<file path="src/sv/text_line_folder_macros.svh">
// ----------------------------------------------------------------------------
// Assertion macros for the line folder
// Shared property forms, clocked on clk and disabled during reset.
// ----------------------------------------------------------------------------
`ifndef TEXT_LINE_FOLDER_MACROS_SVH
`define TEXT_LINE_FOLDER_MACROS_SVH

// The consequent must hold in the same cycle as the antecedent.
`define TLF_ASSERT_SAME(label, ante, cons, msg) \
  label: assert property (@(posedge clk) disable iff (!rst_n) (ante) |-> (cons)) \
    else $error(msg);

// The consequent must hold in the cycle after the antecedent.
`define TLF_ASSERT_NEXT(label, ante, cons, msg) \
  label: assert property (@(posedge clk) disable iff (!rst_n) (ante) |=> (cons)) \
    else $error(msg);

`endif

</file>
<file path="src/sv/tlf_pkg.sv">
// ----------------------------------------------------------------------------
// Line folder package
// Shared constants, character codes and the cell control bundle.
// ----------------------------------------------------------------------------
package tlf_pkg;

  // Default line length in characters.
  localparam int LINE_LEN_DEF = 32;

  // Reset value of the tab width register.
  localparam logic [3:0] TAB_W_RST = 4'd2;

  // Character codes.
  localparam logic [7:0] CH_TAB = 8'h09;
  localparam logic [7:0] CH_NL  = 8'h0A;
  localparam logic [7:0] CH_SP  = 8'h20;

  // Control bundle broadcast to every cell of the line chain.
  typedef struct packed {
    logic shift;    // every cell takes its right neighbor's byte
    logic wr_char;  // the cell at the fill position takes the input byte
    logic wr_tab;   // cells from fill up to the tab end take a blank
  } cell_ctl_t;

endpackage

</file>
<file path="src/sv/tlf_cell.sv">
// ----------------------------------------------------------------------------
// Line folder cell
// Holds one character of the line buffer and passes it to its left neighbor.
// ----------------------------------------------------------------------------
module tlf_cell #(
  parameter int LINE_LEN = tlf_pkg::LINE_LEN_DEF,
  parameter int IDX      = 0
) (
  input  logic                             clk,
  input  tlf_pkg::cell_ctl_t               ctl,
  input  logic [7:0]                       char_i,
  input  logic [$clog2(LINE_LEN+1)-1:0]    fill_i,
  input  logic [$clog2(LINE_LEN+1)-1:0]    tab_end_i,
  input  logic [7:0]                       right_i,
  output logic [7:0]                       data_o
);

  localparam int CW = $clog2(LINE_LEN + 1);
  localparam logic [CW-1:0] MY_IDX = CW'(IDX);

  logic [7:0] data_r;
  logic [7:0] data_nxt;

  // Shift has priority; writes land only at this cell's own position.
  always_comb begin
    data_nxt = data_r;
    if (ctl.shift) begin
      data_nxt = right_i;
    end else if (ctl.wr_char && (fill_i == MY_IDX)) begin
      data_nxt = char_i;
    end else if (ctl.wr_tab && (MY_IDX >= fill_i) && (MY_IDX < tab_end_i)) begin
      data_nxt = tlf_pkg::CH_SP;
    end
  end

  always_ff @(posedge clk) begin
    data_r <= data_nxt;
  end

  assign data_o = data_r;

endmodule

</file>
<file path="src/sv/text_line_folder.sv">
// ----------------------------------------------------------------------------
// Text line folder
// Folds a character stream into lines of at most LINE_LEN characters.
// ----------------------------------------------------------------------------
// The line buffer is a chain of LINE_LEN cells; characters leave it through
// cell 0, one per cycle while the output side takes them, as the chain
// shifts left. An ordinary character or a tab that fits leaves the block
// idle, and the next character is accepted in the following cycle. A
// newline or a tab that does not fit emits nothing when the buffer is empty.
// Otherwise a newline, a tab that does not fit, or a character that fills
// the line flushes n characters (the whole line, or the line up to its last
// blank): the block emits the characters, then the newline, one per cycle
// while the output side takes them, and accepts no new character until it
// is back in idle. A fold that leaves characters behind passes through a
// skip state to settle the new fill count; the cut follows the last blank,
// so no blank is left to skip. The output register lets the last result
// wait while the block returns to idle.
module text_line_folder #(
  parameter int LINE_LEN = tlf_pkg::LINE_LEN_DEF
) (
  input  logic       clk,
  input  logic       rst_n,
  input  logic       in_valid,
  output logic       in_ready,
  input  logic [7:0] in_char,
  output logic       out_valid,
  input  logic       out_ready,
  output logic [7:0] out_char,
  output logic       out_last,
  input  logic       cfg_we,
  input  logic [3:0] cfg_wdata
);

  localparam int CW = $clog2(LINE_LEN + 1);
  localparam int SW = ((CW > 4) ? CW : 4) + 1;
  localparam logic [CW-1:0] LAST_IDX = CW'(LINE_LEN - 1);
  localparam logic [CW-1:0] FULL_CNT = CW'(LINE_LEN);

  typedef enum logic [1:0] {
    ST_IDLE,
    ST_EMIT,
    ST_NL,
    ST_SKIP
  } state_t;

  state_t             state_r, state_nxt;
  logic [CW-1:0]      fill_r, fill_nxt;
  logic [CW-1:0]      lb_r, lb_nxt;        // last blank at index >= 1, 0 if none
  logic [CW-1:0]      emit_cnt_r, emit_cnt_nxt;
  logic [CW-1:0]      remain_r, remain_nxt;
  logic [3:0]         tab_w_r, tab_w_nxt;
  logic               out_valid_r, out_valid_nxt;
  logic [7:0]         out_char_r, out_char_nxt;
  logic               out_last_r, out_last_nxt;

  tlf_pkg::cell_ctl_t ctl;
  logic [SW-1:0]      tab_sum;
  logic [CW-1:0]      tab_end;
  logic               tab_room;
  logic               slot_free;
  logic               in_xfer;
  logic [CW-1:0]      lb_fold;
  logic [CW-1:0]      cut;
  logic [7:0]         cell_q [LINE_LEN];

  // Cell chain holding the line buffer.
  for (genvar i = 0; i < LINE_LEN; i++) begin : g_cell
    logic [7:0] right;
    if (i == LINE_LEN - 1) begin : g_end
      assign right = '0;
    end else begin : g_mid
      assign right = cell_q[i+1];
    end
    tlf_cell #(
      .LINE_LEN (LINE_LEN),
      .IDX      (i)
    ) u_cell (
      .clk       (clk),
      .ctl       (ctl),
      .char_i    (in_char),
      .fill_i    (fill_r),
      .tab_end_i (tab_end),
      .right_i   (right),
      .data_o    (cell_q[i])
    );
  end

  // Tab room check and the position just past the expanded blanks.
  assign tab_sum  = SW'(fill_r) + SW'(tab_w_r);
  assign tab_room = tab_sum < SW'(LINE_LEN);
  assign tab_end  = tab_sum[CW-1:0];

  // Cut point of a fold: after the last blank, or the whole line.
  assign lb_fold = (in_char == tlf_pkg::CH_SP) ? LAST_IDX : lb_r;
  assign cut     = (lb_fold != '0) ? (lb_fold + CW'(1)) : FULL_CNT;

  assign in_ready  = (state_r == ST_IDLE);
  assign in_xfer   = in_valid && in_ready;
  assign slot_free = !out_valid_r || out_ready;

  // Sequencer: buffer writes, line emission and blank skipping.
  always_comb begin
    state_nxt     = state_r;
    fill_nxt      = fill_r;
    lb_nxt        = lb_r;
    emit_cnt_nxt  = emit_cnt_r;
    remain_nxt    = remain_r;
    tab_w_nxt     = cfg_we ? cfg_wdata : tab_w_r;
    out_valid_nxt = out_valid_r && !out_ready;
    out_char_nxt  = out_char_r;
    out_last_nxt  = out_last_r;
    ctl           = '0;

    case (state_r)
      ST_IDLE: begin
        if (in_xfer) begin
          if ((in_char == tlf_pkg::CH_TAB) && tab_room) begin
            // Expand the tab in place.
            ctl.wr_tab = 1'b1;
            fill_nxt   = tab_end;
            if ((tab_w_r != '0) && (tab_end >= CW'(2))) begin
              lb_nxt = tab_end - CW'(1);
            end
          end else if ((in_char == tlf_pkg::CH_TAB) || (in_char == tlf_pkg::CH_NL)) begin
            // Flush the buffered line, if any.
            if (fill_r != '0) begin
              emit_cnt_nxt = fill_r;
              remain_nxt   = '0;
              state_nxt    = ST_EMIT;
            end
            fill_nxt = '0;
            lb_nxt   = '0;
          end else begin
            ctl.wr_char = 1'b1;
            if (fill_r == LAST_IDX) begin
              // The line is full: fold it.
              emit_cnt_nxt = cut;
              remain_nxt   = FULL_CNT - cut;
              state_nxt    = ST_EMIT;
            end else begin
              fill_nxt = fill_r + CW'(1);
              if ((in_char == tlf_pkg::CH_SP) && (fill_r != '0)) begin
                lb_nxt = fill_r;
              end
            end
          end
        end
      end

      ST_EMIT: begin
        if (slot_free) begin
          ctl.shift     = 1'b1;
          out_valid_nxt = 1'b1;
          out_char_nxt  = cell_q[0];
          out_last_nxt  = 1'b0;
          emit_cnt_nxt  = emit_cnt_r - CW'(1);
          if (emit_cnt_r == CW'(1)) begin
            state_nxt = ST_NL;
          end
        end
      end

      ST_NL: begin
        if (slot_free) begin
          out_valid_nxt = 1'b1;
          out_char_nxt  = tlf_pkg::CH_NL;
          out_last_nxt  = 1'b1;
          lb_nxt        = '0;
          if (remain_r == '0) begin
            fill_nxt  = '0;
            state_nxt = ST_IDLE;
          end else begin
            state_nxt = ST_SKIP;
          end
        end
      end

      ST_SKIP: begin
        // Drop blanks after the cut; the rest is already at the front.
        if ((remain_r != '0) && (cell_q[0] == tlf_pkg::CH_SP)) begin
          ctl.shift  = 1'b1;
          remain_nxt = remain_r - CW'(1);
        end else begin
          fill_nxt  = remain_r;
          lb_nxt    = '0;
          state_nxt = ST_IDLE;
        end
      end

      default: begin
        state_nxt = ST_IDLE;
      end
    endcase
  end

  // State and registered outputs.
  always_ff @(posedge clk) begin
    if (!rst_n) begin
      state_r     <= ST_IDLE;
      fill_r      <= '0;
      lb_r        <= '0;
      emit_cnt_r  <= '0;
      remain_r    <= '0;
      tab_w_r     <= tlf_pkg::TAB_W_RST;
      out_valid_r <= 1'b0;
    end else begin
      state_r     <= state_nxt;
      fill_r      <= fill_nxt;
      lb_r        <= lb_nxt;
      emit_cnt_r  <= emit_cnt_nxt;
      remain_r    <= remain_nxt;
      tab_w_r     <= tab_w_nxt;
      out_valid_r <= out_valid_nxt;
    end
    out_char_r <= out_char_nxt;
    out_last_r <= out_last_nxt;
  end

  assign out_valid = out_valid_r;
  assign out_char  = out_char_r;
  assign out_last  = out_last_r;

  // Assertions.
  `include "text_line_folder_macros.svh"

  `TLF_ASSERT_SAME(a_fill_bound, state_r == ST_IDLE, fill_r < FULL_CNT, "fill count out of range")
  `TLF_ASSERT_SAME(a_emit_cnt, state_r == ST_EMIT, emit_cnt_r != '0, "emit with zero count")
  `TLF_ASSERT_SAME(a_last_nl, out_valid_r && out_last_r, out_char_r == tlf_pkg::CH_NL, "last not a newline")
  `TLF_ASSERT_NEXT(a_nl_last, (state_r == ST_NL) && slot_free, out_valid_r && out_last_r, "newline lost")

endmodule

</file>
<file path="config.mk">
export PLATFORM = sky130hd
export DESIGN_NAME = text_line_folder
export DESIGN_NICKNAME = d
export VERILOG_FILES = /design/src/sv/tlf_pkg.sv /design/src/sv/tlf_cell.sv /design/src/sv/text_line_folder.sv
export VERILOG_INCLUDE_DIRS = /design/src /design/src/sv
export SDC_FILE = /design/constraint.sdc
export NUM_CORES = 1
export LEC_CHECK = 0
export ABC_CLOCK_PERIOD_IN_PS = 3800
export BUFFER_PORTS_ARGS = -buffer_cell sky130_fd_sc_hd__buf_2
export CORE_ASPECT_RATIO = 0.9
export CORE_MARGIN = 5
export CORE_UTILIZATION = 35
export DETAILED_ROUTE_END_ITERATION = 12
export SYNTH_ARGS = -nofsm -noshare
export SYNTH_HDL_FRONTEND = slang
export SYNTH_SLANG_ARGS = --single-unit
</file>
<file path="constraint.sdc">
create_clock -name clk -period 3.8 [get_ports clk]
set_clock_uncertainty 0.1 [all_clocks]
set_input_delay 0.19 -clock clk [delete_from_list [all_inputs] [get_ports clk]]
set_output_delay 0.19 -clock clk [all_outputs]
set_load 0.02 [all_outputs]
</file>
==> summary.md <==
| Metric | Value |
|---|---|
| CP Launch Type | register |
| CP Max Fanout | 11 |
| Post-DP HPWL | 27600 um |
| Slew Limit Fails | 0 |
| Ys Warns | 0 |
| Final worst slack | 0.171 ns |
| Final #Nets | 1420 |
| Hold path start | in_char[3] |
| Mapped Avg Cell Area | 11.0 sq um |
| Cells after synthesis | 1330 |
| DR DRC count | 0 |
| Setup bufs post-CTS | 0 |
| Port buffer count | 27 |
| Final Setup Violations | 0 |
| Worst rel slew slack | 0.138 |
| Post-DP Area | 15700 sq um |
| Worst Setup SP | fill_r[0] |
| Pre-CTS setup slack | -0.0182 ns |
| Crit Path Class | register to register |
| Global-route wire length before repair | 62900 um |
| Ys async rst share | 0 |
| Cell taking the most area after synthesis | edfxtp_1 |
| Die W | 225 um |
| Skew-Pair Late Insertion Delay | 0.57 ns |
| CP required | 3.91 ns |
| Sequential fraction of the synthesis area | 0.581 |
| Run status | finished, final reports clean |
| Post-Synthesis Cell Area | 14600 sq um |
| Max Cap Viol | 0 |
| ANT nets after route | 0 |
| Core Footprint | 41600 sq um |
| Primary FF master, synth | edfxtp_1 |
| Site Rows | 71 |
| DR pass1 iterations | 6 |
| Static leakage | 0.00562 uW |
| Post-synthesis register bit count | 296 |
| Final WL | 40000 um |
| Synth area leaders | edfxtp_1, a22o_1, dfxtp_1 |
| Slew @ Worst Pin | 1.28 ns |
| Die H | 204 um |
| Grt ovf | 0 |
| Final instance area | 16800 sq um |
| Filler cell count | 3995 |
| Starting density of the core | 0.352 |
| RR Startpoint | fill_r[0] |
| Vias per cell | 5.65 |
| Syn Nets | 1369 |
| Cell area power density | 696 nW/um^2 |
| CTS tree | yes |
| CTS clock-pin slew for the worst setup and hold paths | 0.06 ns |
| Initial antenna violation count | 0 |
| Total Neg Setup Slack | 0 ns |
| Wirelength per Cell | 20.5 um |
| Number of I/O pins | 28 |
| Peak VDD IR | 0.000455 V |
| Tcrit/Tclk final | 0.955 |
| Number of synthesized flops with an enable pin | 257 |
| Yosys top cell area share | 0.528 |
| DRT iter0 DRCs | 1227 |
| Overall Global Routing Usage | 0.171 |
| Largest net degree at the start of global routing | 68 |
| Hold Vio Cnt, Final | 0 |
| Clock Path Buffers | 3 |
| Die area | 46000 sq um |
| Critical path capture point type | register |
| Number of global-route vias before repair | 10800 |
| H-tree levels | 1 |
| RSZ-0062 raised after global routing | false |
| CTS Buf Count | 31 |
| Number of diodes | 0 |
| DR vias | 11000 |
| # clock sinks | 296 |
| Min Tclk post-route | 3.63 ns |
| Arr. time, crit path | 3.74 ns |
| Layout cells sized above 1 | 0.141 |
| Fmax | 276 MHz |
| Clk Tree Root Cell | clkbuf_16 |
| Synth-to-layout area growth | 14.7% |
| Min-delay worst type | input port to register |
| Post-synth cell types | 79 |
| Overall power | 11700 uW |
| GPL Wtd Cong | 0.975 |
| Final design utilization | 0.403 |
-- state kept, by name, summed over array words and instances, names as in the netlist --
| signal | flops |
|---|---|
| out_valid | 1 |
| out_char | 8 |
| lb_r | 6 |
| state_r | 2 |
| out_last | 1 |
| remain_r | 6 |
| emit_cnt_r | 6 |
| g_cell.u_cell.data_o | 256 |
| fill_r | 6 |
| tab_w_r | 4 |
-- Yosys cell counts, drive strengths merged, types with 4 or more instances --
library cell and number:
o22a 14, nand3 36, a22oi 4, inv 22, a211oi 11, nand2b 10, nor3 25, a22o 113
o32ai 6, o311ai 7, nor2b 13, xor2 8, nand4 10, mux2i 12, o21ai 144, clkbuf 66
o31ai 4, xnor2 12, o21a 5, nor3b 5, or2 4, nor4 14, nor2 72, nand2 188
and2 7, o211ai 9, ha 21, dfxtp 39, o22ai 9, a31oi 9, buf 40, edfxtp 257
a21oi 77, and3 10
-- cell type report --
class | instances | area, sq um | area share
tap | 547 | 684 | 0.0408
clock inverter | 23 | 196 | 0.0117
multi-input combinational | 903 | 5610 | 0.335
sequential | 296 | 8500 | 0.507
timing repair buffer | 124 | 893 | 0.0533
inverter | 25 | 93.8 | 0.00560
clock buffer | 33 | 783 | 0.0467
-- worst max-delay path: stages, from the launching register on --
cell and delay, ns:
dfxtp_1 0.32, ha_1 0.24, fa_1 0.43, a21oi_1 0.20, a2111oi_0 0.10, nor3_1 0.34
buf_4 0.26, nand2_1 0.17, buf_4 0.20, or4_1 0.50, nand3_1 0.11, nand3_1 0.31
-- kinds of logic after synthesis --
kind of cell,Yosys count,share of synthesized area
AOI/OAI and AO/OA,436,0.203
muxes,15,0.0105
and+or+nand+nor,410,0.137
buffers and inverters,131,0.0371
adders and majority gates,22,0.0193
DFF,296,0.581
xor gates and xnor gates,20,0.0125
-- through the flow --
step                hold WS [ns]  cells
global placement           0.328   1883
CTS                       0.0664   1951
global route              0.0928   1951
detailed placement         0.330   1883
finish                    0.0990   1951
floorplan                  0.219   1330
-- routing by layer --
layer  vias to the layer above  global-route usage  wire length, um
met3                        75              0.0336             2500
met2                       340               0.275            18500
li1                       5138                   -                -
met4                         0              0.0378             1010
met5                         -                   0                0
met1                      5461               0.240            18000
-- what timing repair did --
action / CTS / global route
endpoints found under the setup margin: 21 / 8
pin swaps: 0 / 1
hold buffers: 12 / 0
resized for setup: 3 / 0
endpoints found under the hold margin: 17 / 0
-- power by group --
part	switching (uW)	internal [uW]
sequential	240	4620
combinational	2610	1230
clock	1270	1690
total	4120	7540
-- placed cells by master, fill, tap and decap left out, types with 13 or more instances in the layout --
cell,instances
a22o_1,113
dfxtp_1,39
o22a_1,14
nor3_1,18
clkbuf_16,31
buf_2,27
edfxtp_1,257
buf_4,85
a21oi_1,75
inv_1,22
nand3_1,36
ha_1,21
o21ai_0,141
nand2_1,187
nor2b_1,13
nor2_1,70
-- path summary, 6_finish.rpt --
kind	cells past startpoint	endpoint	slack, ns
max	11	g_cell[17].u_cell.data_o[2]	0.17
min	4	g_cell[31].u_cell.data_o[3]	0.1
max reg2reg	11	g_cell[17].u_cell.data_o[2]	0.17
min reg2reg	2	g_cell[31].u_cell.data_o[4]	0.36
Power figures use the tool's default switching activity.
